<file path="src/sv/sg_pkg.sv">
// Shared types and constants of the streaming 3x3 Sobel gradient block.
package sg_pkg;

	localparam int DATA_W = 8;
	localparam int GRAD_W = 11;
	localparam int COORD_W = 10;
	localparam int CHAN_IDX_W = 2;
	localparam int CFG_DATA_W = 11;
	localparam int CFG_IDX_W = 2;
	localparam int CHAN_CFG_W = 3;

	localparam int MIN_DIM = 3;
	localparam int RESET_WIDTH = 640;
	localparam int RESET_HEIGHT = 480;
	localparam int GRAD_LIMIT = 1020;

	typedef enum logic [CFG_IDX_W-1:0] {
		REG_IMAGE_WIDTH   = 2'd0,
		REG_IMAGE_HEIGHT  = 2'd1,
		REG_CHANNEL_COUNT = 2'd2
	} cfg_reg_t;

	typedef struct packed {
		logic interior;
		logic frame_last;
	} sg_flags_t;

	typedef struct packed {
		logic [DATA_W-1:0] top_old;
		logic [DATA_W-1:0] mid_old;
		logic [DATA_W-1:0] bot_old;
		logic [DATA_W-1:0] top_new;
		logic [DATA_W-1:0] mid_new;
		logic [DATA_W-1:0] bot_new;
	} sg_hist_t;

endpackage

</file>
<file path="src/sv/sg_position.sv">
// Frame geometry registers and the column, row and channel counters.
module sg_position #(
	parameter int WIDTH_LIMIT = 1024,
	parameter int HEIGHT_LIMIT = 1024,
	parameter int MAX_CHANNELS = 4,
	parameter int COL_W = 10,
	parameter int ROW_W = 10,
	parameter int CH_W = 2
) (
	input  logic                              clk,
	input  logic                              arst_n,
	input  logic                              cfg_we,
	input  logic [sg_pkg::CFG_IDX_W-1:0]      cfg_index,
	input  logic [sg_pkg::CFG_DATA_W-1:0]     cfg_data,
	input  logic                              accept,
	input  logic                              frame_begin,
	output logic [COL_W-1:0]                  cur_col,
	output logic [ROW_W-1:0]                  cur_row,
	output logic [CH_W-1:0]                   cur_ch,
	output sg_pkg::sg_flags_t                 flags
);

	localparam int DIM_W = (COL_W > ROW_W) ? COL_W : ROW_W;
	localparam int CMP_W = ((DIM_W > sg_pkg::CFG_DATA_W) ? DIM_W : sg_pkg::CFG_DATA_W) + 1;
	localparam int RST_COL = ((WIDTH_LIMIT < sg_pkg::RESET_WIDTH) ? WIDTH_LIMIT
		: sg_pkg::RESET_WIDTH) - 1;
	localparam int RST_ROW = ((HEIGHT_LIMIT < sg_pkg::RESET_HEIGHT) ? HEIGHT_LIMIT
		: sg_pkg::RESET_HEIGHT) - 1;

	logic [COL_W-1:0] col_q;
	logic [ROW_W-1:0] row_q;
	logic [CH_W-1:0]  ch_q;
	logic [COL_W-1:0] last_col_q;
	logic [ROW_W-1:0] last_row_q;
	logic [CH_W-1:0]  last_ch_q;

	logic [CMP_W-1:0] cfg_ext;
	logic [sg_pkg::CHAN_CFG_W-1:0] cfg_chan;
	logic [COL_W-1:0] lim_col;
	logic [ROW_W-1:0] lim_row;
	logic [CH_W-1:0]  lim_ch;
	logic             ch_end;
	logic             col_end;
	logic             row_end;

	always_comb begin
		cfg_ext = CMP_W'(cfg_data);
		cfg_chan = cfg_data[sg_pkg::CHAN_CFG_W-1:0];
		if (cfg_ext < CMP_W'(sg_pkg::MIN_DIM)) begin
			lim_col = COL_W'(sg_pkg::MIN_DIM - 1);
			lim_row = ROW_W'(sg_pkg::MIN_DIM - 1);
		end else begin
			lim_col = (cfg_ext > CMP_W'(WIDTH_LIMIT)) ? COL_W'(WIDTH_LIMIT - 1)
				: COL_W'(cfg_ext - CMP_W'(1));
			lim_row = (cfg_ext > CMP_W'(HEIGHT_LIMIT)) ? ROW_W'(HEIGHT_LIMIT - 1)
				: ROW_W'(cfg_ext - CMP_W'(1));
		end
		if (cfg_chan == '0) begin
			lim_ch = '0;
		end else if (cfg_chan > sg_pkg::CHAN_CFG_W'(MAX_CHANNELS)) begin
			lim_ch = CH_W'(MAX_CHANNELS - 1);
		end else begin
			lim_ch = CH_W'(cfg_chan - sg_pkg::CHAN_CFG_W'(1));
		end
	end

	assign cur_col = frame_begin ? '0 : col_q;
	assign cur_row = frame_begin ? '0 : row_q;
	assign cur_ch = frame_begin ? '0 : ch_q;

	assign ch_end = (cur_ch == last_ch_q);
	assign col_end = (cur_col == last_col_q);
	assign row_end = (cur_row == last_row_q);

	assign flags.interior = (cur_row >= ROW_W'(2)) && (cur_col >= COL_W'(2));
	assign flags.frame_last = ch_end && col_end && row_end;

	always_ff @(posedge clk or negedge arst_n) begin
		if (!arst_n) begin
			col_q <= '0;
			row_q <= '0;
			ch_q <= '0;
			last_col_q <= COL_W'(RST_COL);
			last_row_q <= ROW_W'(RST_ROW);
			last_ch_q <= '0;
		end else if (cfg_we) begin
			case (cfg_index)
				sg_pkg::REG_IMAGE_WIDTH: begin
					last_col_q <= lim_col;
					col_q <= '0;
					row_q <= '0;
					ch_q <= '0;
				end
				sg_pkg::REG_IMAGE_HEIGHT: begin
					last_row_q <= lim_row;
					col_q <= '0;
					row_q <= '0;
					ch_q <= '0;
				end
				sg_pkg::REG_CHANNEL_COUNT: begin
					last_ch_q <= lim_ch;
					col_q <= '0;
					row_q <= '0;
					ch_q <= '0;
				end
				default: begin
				end
			endcase
		end else if (accept) begin
			ch_q <= ch_end ? '0 : cur_ch + CH_W'(1);
			if (ch_end) begin
				col_q <= col_end ? '0 : cur_col + COL_W'(1);
				if (col_end) begin
					row_q <= row_end ? '0 : cur_row + ROW_W'(1);
				end else begin
					row_q <= cur_row;
				end
			end else begin
				col_q <= cur_col;
				row_q <= cur_row;
			end
		end
	end

endmodule

</file>
<file path="config.mk">
export PLATFORM = sky130hd
export DESIGN_NAME = sg_position
export DESIGN_NICKNAME = d
export VERILOG_FILES = /design/src/sv/sg_pkg.sv /design/src/sv/sg_position.sv
export SDC_FILE = /design/constraint.sdc
export NUM_CORES = 1
export LEC_CHECK = 0
export BUFFER_PORTS_ARGS = -buffer_cell sky130_fd_sc_hd__buf_4
export CAP_MARGIN = 20
export CORE_MARGIN = 2
export CORE_UTILIZATION = 35
export CTS_CLUSTER_DIAMETER = 30
export CTS_CLUSTER_SIZE = 16
export DETAILED_ROUTE_END_ITERATION = 10
export GPL_ROUTABILITY_DRIVEN = 1
export PLACE_DENSITY = 0.53
export SYNTH_ARGS = -nofsm -noshare
export SYNTH_HDL_FRONTEND = slang
export SYNTH_SLANG_ARGS = --single-unit
</file>
<file path="constraint.sdc">
create_clock -name clk -period 4.75 [get_ports clk]
set_clock_uncertainty 0.2 [all_clocks]
set_input_delay 0 -clock clk [delete_from_list [all_inputs] [get_ports clk]]
set_output_delay 0 -clock clk [all_outputs]
set_load 0.01 [all_outputs]
</file>
==> qor.csv, run 1 <==
metric;value;unit
status;finished clean;
final hold vios;0;
clk sinks;44;
DRT iter0 DRCs;175;
Register Area;1120;um2
Final setup viols;0;
Least-Margin Pin Slew;0.579;ns
share of the clock period used by the worst path;0.551;
Core Area;8680;um2
# rows;34;
Starting Density;0.358;
cell area after synthesis;3110;um2
port bufs;41;
Final Max Tran Viols;0;
Worst slew margin;0.613;
setup TNS;0;ns
Power Dens Cells;247;nW/um2
Syn Area/Cell;8.78;um2
CTS max path bufs;2;
fmax;382;MHz
Root Buffer;clkbuf_8;
worst hold path type;in2reg;
antenna cell count;0;
Tot GR Track Use;0.176;
CP max FO;13;
Core Util, Final;0.420;
Clock transition at path regs;0.09;ns
area grow syn2layout;17.1;%
ys async rst share;1.00;
post-CTS setup buffers;0;
unrepaired setup endpoints after global routing;false;
Synth Flop Type;dfrtp_1;
kind of critical path;reg2reg;
number of remaining DRC errors;0;
I/O pins;42;
number of max-cap violations;0;
number of flops mapped to enable cells by yosys;0;
WL/cell;16.3;um
CP Launch Type;flop;
drt pass-1 iters;4;
fin nets;419;
CTS buffer count;5;
FF+latch count, synth;44;
Max VDD drop;0.107;mV
total grt overflow;0;
die height;98.3;um
vias in the first global route;2625;
Final ANT Viol Nets;0;
CP arrival;2.60;ns
Synth Warn #;0;
via total after detailed routing;2744;
Syn Nets;378;
Routed WL;8210;um
number of antenna violations at the first check in global routing;0;
Leak;1.47;nW
pin count of the biggest net entering global routing;45;
Synth cell types;61;
Die W;98.3;um
fill count;899;
crit path time final;2.62;ns
routed vias/inst;5.44;
sequential area share after synthesis;0.361;
routability cong.;0.868;
CTS tree;yes;
CP endpoint kind;flop;
H-tree levels;2;
die footprint;9650;um2
first-pass GRT wire length;13700;um
multi-input logic area;1870;um2
Syn Inst Count;354;
Crit path required time;4.73;ns
share of cells above drive strength 1;0.215;
HPWL Detailed;6110;um
Skew-Pair Late Insertion Delay;0.30;ns
## placed cells by master, fill, tap and decap left out, drive strengths merged, types with 4 or more instances in the layout
cell type    netlist  routed
nand2             45      45
buf                6      42
o21ai             35      35
dfrtp             28      28
nor2              25      25
nor2b             25      25
xnor2             23      23
dfstp             16      16
mux2              10      10
inv                9       9
nor4               9       9
nand3              9       9
and3               9       9
dlygate4sd3        0       8
nand4              8       8
nor3               7       7
a31oi              7       7
a21oi              6       6
ha                 6       6
clkbuf            10       6
xor2               5       5
nor4bb             4       4
a221o              4       4
## where the power goes
| part | switching [mW] | total, mW | internal [mW] |
|---|---|---|---|
| clock | 0.139 | 0.244 | 0.105 |
| sequential | 0.0502 | 0.483 | 0.432 |
| combinational | 0.0898 | 0.173 | 0.0837 |
## layout make-up
cell class	instances	share of cell area
inverter	9	0.00928
sequential	44	0.308
tap	108	0.0371
clock buffer	6	0.0199
clock inverter	2	0.00447
multi-input combinational	285	0.513
timing repair buffer	50	0.109
## state kept, by name (all words and copies together), names as in the netlist
signal	count
col_q	10
last_col_q	10
last_row_q	10
ch_q	2
last_ch_q	2
row_q	10
## timing repair
item | in CTS | in global routing
hold endpoints to repair | 55 | 0
hold buffers | 8 | 0
gates resized for setup | 0 | 0
## metal layers
metal / vias to the layer above / track usage / wire, um
li1: 1375 / - / -
met1: 1305 / 0.258 / 4170
met2: 56 / 0.264 / 3580
met3: 8 / 0.0315 / 321
met4: 0 / 0.0527 / 144
met5: - / 0 / 0
## synthesized netlist by cell type (3+ instances only)
cell | n | share of area
nand2_1 | 45 | 0.054
dfrtp_1 | 28 | 0.23
o21ai_0 | 28 | 0.045
nor2_1 | 24 | 0.029
nor2b_1 | 23 | 0.046
xnor2_1 | 23 | 0.065
dfstp_2 | 16 | 0.14
clkbuf_1 | 10 | 0.012
mux2_2 | 10 | 0.036
and3_1 | 9 | 0.018
inv_1 | 9 | 0.011
nand3_1 | 9 | 0.014
nor4_1 | 9 | 0.018
nand4_1 | 7 | 0.014
nor3_1 | 7 | 0.011
o21ai_1 | 7 | 0.011
a21oi_1 | 6 | 0.0097
a31oi_1 | 6 | 0.012
ha_1 | 6 | 0.024
xor2_1 | 5 | 0.014
a221o_1 | 4 | 0.013
nor4bb_1 | 4 | 0.013
a32o_1 | 3 | 0.0097
and4_1 | 3 | 0.0085
buf_2 | 3 | 0.0048
buf_6 | 3 | 0.011
o21bai_1 | 3 | 0.0072
or4_1 | 3 | 0.0072
## kinds of logic (layout without fill, tap and decap cells)
group           after synthesis  after routing  synth area share
simple gates                160            160             0.285
compound gates               80             80             0.173
flops                        44             44             0.361
xor+xnor                     28             28            0.0789
buf+inv                      25             67            0.0386
mux                          11             11            0.0394
fa+ha+maj                     6              6            0.0241
## path summary, 6_finish.rpt
kind | to | depth (start not counted) | slack, ns | startpoint
max in group asynchronous | row_q[3] | 2 | 3.91 | arst_n
worst min register to register | last_row_q[8] | 2 | 0.31 | last_row_q[8]
worst max register to register | row_q[3] | 7 | 2.13 | ch_q[0]
min in group asynchronous | last_col_q[8] | 2 | 0.04 | arst_n
worst max-delay path | row_q[3] | 7 | 2.13 | ch_q[0]
worst min-delay path | col_q[8] | 4 | 0.01 | cfg_we
## metrics by stage
step           setup WS [ns]  power, mW  cells  cell area, um2  hold WS (ns)
6_report                2.13      0.900    504            3640        0.0130
5_1_grt                 1.99      0.959    504            3640        0.0240
4_1_cts                 2.15      0.913    504            3640       0.00414
3_5_place_dp            2.17      0.655    488            3470        -0.149
3_3_place_gp            2.23      0.652    488            3470        -0.161
2_1_floorplan           2.46      0.591    354            3110        -0.496
## worst max-delay path, stage by stage (launching register included)
cell and delay (ns):
dfrtp_1 0.45, xnor2_1 0.19, nand3_1 0.10, o221ai_2 0.42, o2111a_2 0.47, a31oi_2 0.20
and3_1 0.22, a221o_1 0.25
Power figures use the tool's default switching activity.
==> run 2, diff against run 1 <==
--- a/config.mk
+++ b/config.mk
@@ -5,6 +5,7 @@
 export SDC_FILE = /design/constraint.sdc
 export NUM_CORES = 1
 export LEC_CHECK = 0
+export ABC_AREA = 1
 export BUFFER_PORTS_ARGS = -buffer_cell sky130_fd_sc_hd__buf_4
 export CAP_MARGIN = 20
 export CORE_MARGIN = 2
==> constraint.sdc (replaced) <==
create_clock -name clk -period 2.7 [get_ports clk]
set_clock_uncertainty 0.2 [all_clocks]
set_input_delay 0 -clock clk [delete_from_list [all_inputs] [get_ports clk]]
set_output_delay 0 -clock clk [all_outputs]
set_load 0.01 [all_outputs]
==> run 2 against run 1 <==
Effect of this change: setup slack got worse by 2.0 ns; synthesized cell count rose by 35%; count of clock-buffer cells in the layout grew 2; critical path depth is 5 higher; register-to-register slack lost 1.7 ns; sequential power up 66%; non-clock buffer count rose by 22; critical endpoint is now last_row_q[8].
==> qor.csv, run 2 <==
metric;value;unit
status;finished clean;
CTS buffer count;5;
kind of critical path;in2reg;
CP top delay family;buffers and inverters;
Die W;98.5;um
cell area after synthesis;3130;um2
Starting Density;0.360;
Final setup viols;0;
top post-synthesis cells by count;175 x nand2_1, 62 x inv_1, 49 x nand3_1, 35 x nor2_1, 32 x o21ai_0;
number of antenna violations at the first check in global routing;0;
Crit path required time;2.74;ns
number of flops mapped to enable cells by yosys;0;
Power Dens Cells;436;nW/um2
fin worst setup slack;0.167;ns
final hold vios;0;
share of cells above drive strength 1;0.170;
Routed WL;8810;um
Max VDD drop;0.226;mV
vias in the first global route;2973;
total grt overflow;0;
die footprint;9710;um2
first-pass GRT wire length;14900;um
Synth Flop Type;dfrtp_1;
Non-Filler Instances;654;
slowest CP cell;dlygate4sd3_1;
I/O pins;42;
Final Max Tran Viols;0;
crit path time final;2.53;ns
CP endpoint kind;flop;
share of the clock period used by the worst path;0.938;
Root Buffer;clkbuf_8;
Min Hold Slack;0.0412;ns
placed cell area;3560;um2
sequential area share after synthesis;0.359;
Skew-Pair Late Insertion Delay;0.31;ns
ordered cell list for the critical path;dlygate4sd3_1, buf_4, inv_1, ha_1, nand4_1, nor2_1, nand3b_1, nand2_1, nand3_1, nand2_1, o21ai_0, dlygate4sd3_1;
Syn Inst Count;477;
most area-hungry cell type in the Yosys netlist;dfrtp_1;
Core Util, Final;0.451;
# rows;34;
routed vias/inst;4.90;
Leak;2.04;nW
FF+latch count, synth;44;
ys async rst share;1.00;
dpl ws;0.494;ns
number of remaining DRC errors;0;
H-tree levels;2;
CP max FO;10;
Synth top area share;0.224;
CP Launch Type;input port;
HPWL Detailed;6640;um
pin count of the biggest net entering global routing;45;
Syn Area/Cell;6.56;um2
setup TNS;0;ns
fin nets;569;
max incr delay on CP;0.56;ns
antenna cell count;0;
most frequent cell after synthesis;nand2_1;
Synth cell types;34;
commonest non-fill, non-tap cells in the layout;175 x nand2_1, 62 x inv_1, 49 x nand3_1, 48 x buf_4, 35 x nor2_1;
Synth area leaders;dfrtp_1 22%, nand2_1 21%, dfstp_2 13%, nand3_1 7.8%, inv_1 7.4%;
number of max-cap violations;0;
commonest non-fill, non-tap cell in the layout;nand2_1;
Final Cell Area;3910;um2
die height;98.5;um
Core Area;8680;um2
unrepaired setup endpoints after global routing;false;
Worst slew margin;0.572;
via total after detailed routing;3204;
Final ANT Viol Nets;0;
post-CTS setup buffers;0;
DRT iter0 DRCs;159;
Clock transition at path regs;0.09;ns
drt pass-1 iters;5;
worst hold path type;in2async;
cts repair resizes;0;
routability cong.;0.887;
clk sinks;44;
Syn Nets;501;
placed cell count;623;
CTS tree;yes;
CTS max path bufs;2;
WL/cell;13.5;um
Tot GR Track Use;0.191;
buffers plus inverters on the worst setup path;4;
area grow syn2layout;25.2;%
port bufs;41;
Synth Warn #;0;
total power;1.71;mW
Least-Margin Pin Slew;0.636;ns
CP arrival;2.57;ns
fmax;395;MHz
flop-to-flop setup slack;0.45;ns
fill count;942;
==> run 2: final cells by class <==
cell class                 instances  area, um2  share of cell area
sequential                        44       1120               0.286
inverter                          66        248              0.0633
multi-input combinational        356       1680               0.429
timing repair buffer              72        611               0.156
tap                              108        135              0.0345
clock buffer                       8        121              0.0310
==> run 2: cell families after synthesis <==
family / synth area share
buffers and inverters: 0.105
adders and majority gates: 0.0240
and+or+nand+nor: 0.413
xor gates and xnor gates: 0.0224
AOI/OAI and AO/OA: 0.0776
DFF: 0.359
==> run 2: power by group <==
part	internal, mW	switching [mW]
logic	0.154	0.214
clock network	0.290	0.248
registers	0.755	0.0452
==> run 2: layer usage <==
layer | global-route usage | share of wire | vias to the layer above
li1 | - | - | 1655
met2 | 0.305 | 0.44 | 76
met3 | 0.0255 | 0.044 | 9
met1 | 0.272 | 0.50 | 1464
met4 | 0.0527 | 0.016 | 0
met5 | 0 | 0 | -
==> run 2: path summary, 6_finish.rpt <==
kind	startpoint	to	cells past startpoint
min in group clk	cfg_data[10]	last_row_q[9]	5
setup reg to reg	row_q[1]	row_q[8]	12
max in group asynchronous	arst_n	row_q[9]	2
setup / recovery	cfg_data[0]	last_row_q[8]	12
hold reg to reg	last_col_q[5]	last_col_q[5]	2
hold / removal	arst_n	row_q[4]	2
==> run 2: timing repair <==
action,in CTS,in global routing
hold buffers,23,0
setup endpoints to repair,0,0
endpoints found under the hold margin,65,0
==> run 3, diff against run 2 <==
--- a/config.mk
+++ b/config.mk
@@ -8,13 +8,14 @@
 export ABC_AREA = 1
 export BUFFER_PORTS_ARGS = -buffer_cell sky130_fd_sc_hd__buf_4
 export CAP_MARGIN = 20
-export CORE_MARGIN = 2
 export CORE_UTILIZATION = 35
 export CTS_CLUSTER_DIAMETER = 30
 export CTS_CLUSTER_SIZE = 16
 export DETAILED_ROUTE_END_ITERATION = 10
 export GPL_ROUTABILITY_DRIVEN = 1
 export PLACE_DENSITY = 0.53
+export RECOVER_POWER = 100
+export SLEW_MARGIN = 0
 export SYNTH_ARGS = -nofsm -noshare
 export SYNTH_HDL_FRONTEND = slang
 export SYNTH_SLANG_ARGS = --single-unit
==> run 3 against run 2 <==
Effect of this change: global-route usage up 2.6 points; the run now ends with hold timing left; maximum frequency up 2.8%; final cell count down 0.46%; routed wire length up 4.4%; die area down 4.0%; sequential power about the same; critical path type unchanged; largest cell class unchanged; worst hold slack worse by 0.058 ns.
==> qor.csv, run 3 (synthesized netlist as in run 2, its figures left out) <==
metric;value;unit
fin nets;566;
CTS tree;yes;
setup TNS;0;ns
CP max FO;28;
clk sinks;44;
H-tree levels;2;
Clk pwr share;0.281;
vias in the first global route;3006;
Cell Int Power;1.11;mW
Skew-Pair Late Insertion Delay;0.31;ns
max incr delay on CP;0.60;ns
number of antenna violations at the first check in global routing;0;
fmax;406;MHz
die footprint;9320;um2
antenna cell count;0;
area grow syn2layout;20.3;%
via total after detailed routing;3189;
Root Buffer;clkbuf_8;
status;finished, violations left;
Clock transition at path regs;0.09;ns
crit path time final;2.46;ns
Routed WL;9200;um
port bufs;41;
commonest non-fill, non-tap cells in the layout;179 x nand2_1, 64 x inv_1, 50 x nand3_1, 35 x nor2_1, 33 x o21ai_0;
Least-Margin Pin Slew;1.16;ns
Power Dens Cells;429;nW/um2
Final ANT Viol Nets;0;
share of cells above drive strength 1;0.120;
fill count;954;
first-pass GRT wire length;15100;um
Core Area;8680;um2
kind of critical path;in2reg;
CTS max path bufs;2;
total power;1.62;mW
failing checks;hold timing;
Final Max Tran Viols;0;
I/O pins;42;
worst hold path type;in2reg;
CP arrival;2.49;ns
slowest CP cell;a21oi_1;
pin count of the biggest net entering global routing;45;
placed cell area;3540;um2
Gate power share;0.222;
drt pass-1 iters;5;
Worst slew margin;0.224;
Net Sw Frac;0.314;
CP Launch Type;input port;
Final setup viols;0;
routability cong.;0.890;
DRT iter0 DRCs;159;
dpl ws;0.254;ns
worst setup path start;frame_begin;
worst reg2reg path startpoint;col_q[6];
Max VDD drop;0.232;mV
Starting Density;0.360;
commonest non-fill, non-tap cell in the layout;nand2_1;
ordered cell list for the critical path;dlygate4sd3_1, buf_4, inv_4, nand2_1, xor2_1, nand2_1, nor2_1, buf_4, a21oi_1, nand3_1, o21ai_0;
Final Cell Area;3760;um2
Crit path required time;2.72;ns
Tot GR Track Use;0.216;
sequential share of power;0.497;
Die W;96.5;um
share of the clock period used by the worst path;0.913;
number of max-cap violations;0;
Leak;1.93;nW
number of remaining DRC errors;0;
net switching power;508;uW
CTS buffer count;5;
unrepaired setup endpoints after global routing;false;
total grt overflow;0;
routed vias/inst;4.90;
final hold vios;2;
die height;96.5;um
HPWL Detailed;6940;um
# rows;34;
Min Hold Slack;-0.0172;ns
fin worst setup slack;0.236;ns
WL/cell;14.1;um
Hold Crit Start;cfg_data[10];
CP endpoint kind;flop;
-- run 3: cell types whose count changed in the layout (fill, tap and decap cells not counted), sizes merged --
cell / delta
dlygate4sd3: -2
clkinvlp: +1
buf: -21
clkbuf: +19
-- run 3: worst paths after layout --
| kind | to | cells past startpoint | slack, ns |
|---|---|---|---|
| worst min register to register | last_col_q[5] | 2 | 0.29 |
| max in group asynchronous | last_col_q[7] | 2 | 1.32 |
| worst min-delay path | last_row_q[9] | 5 | -0.02 |
| worst max register to register | col_q[6] | 11 | 0.30 |
| worst max-delay path | col_q[6] | 11 | 0.24 |
| min in group asynchronous | row_q[5] | 2 | 0.25 |
-- run 3: through the flow --
| step | cells | util |
|---|---|---|
| 2_1_floorplan | 477 | - |
| 4_1_cts | 651 | 0.443 |
| 3_5_place_dp | 622 | 0.408 |
| 3_3_place_gp | 622 | 0.408 |
| 5_1_grt | 651 | 0.434 |
| 6_report | 651 | 0.434 |
-- run 3: layout make-up --
type | instances | area (um2) | area share
Multi-Input combinational cell | 356 | 1670 | 0.443
Sequential cell | 44 | 1120 | 0.298
Timing Repair Buffer | 69 | 497 | 0.132
Inverter | 66 | 250 | 0.0665
Tap cell | 108 | 135 | 0.0359
Clock buffer | 7 | 86.3 | 0.0229
Clock inverter | 1 | 7.51 | 0.00200
-- run 3: metal layers --
layer  GRT usage  up-vias  share of wire
met2       0.354       92           0.45
met3      0.0321        8          0.049
li1            -     1648              -
met5           0        -              0
met1       0.302     1441           0.49
met4      0.0466        0         0.0091
-- run 3: power groups by stage --
stage	Combinational (mW)	Sequential, mW	Clock, mW
3_3_place_gp	0.332	0.812	0
5_1_grt	0.412	0.812	0.493
4_1_cts	0.370	0.803	0.465
3_5_place_dp	0.338	0.815	0
2_1_floorplan	0.238	0.798	0
6_report	0.359	0.803	0.453
-- run 3: what timing repair did --
action / 4_1_cts / 5_1_grt
endpoints found under the hold margin: 67 / 0
endpoints found under the setup margin: 0 / 5
hold buffers: 21 / 0
resized for setup: 0 / 5
setup buffers: 0 / 0
-- run 3: worst max-delay path: cells and delay by family --
family / cells / cell delay, ns
AO/OA/AOI/OAI: 2 / 0.72
AND/OR/NAND/NOR: 4 / 0.46
buffers and inverters: 4 / 1.12
XOR/XNOR: 1 / 0.18
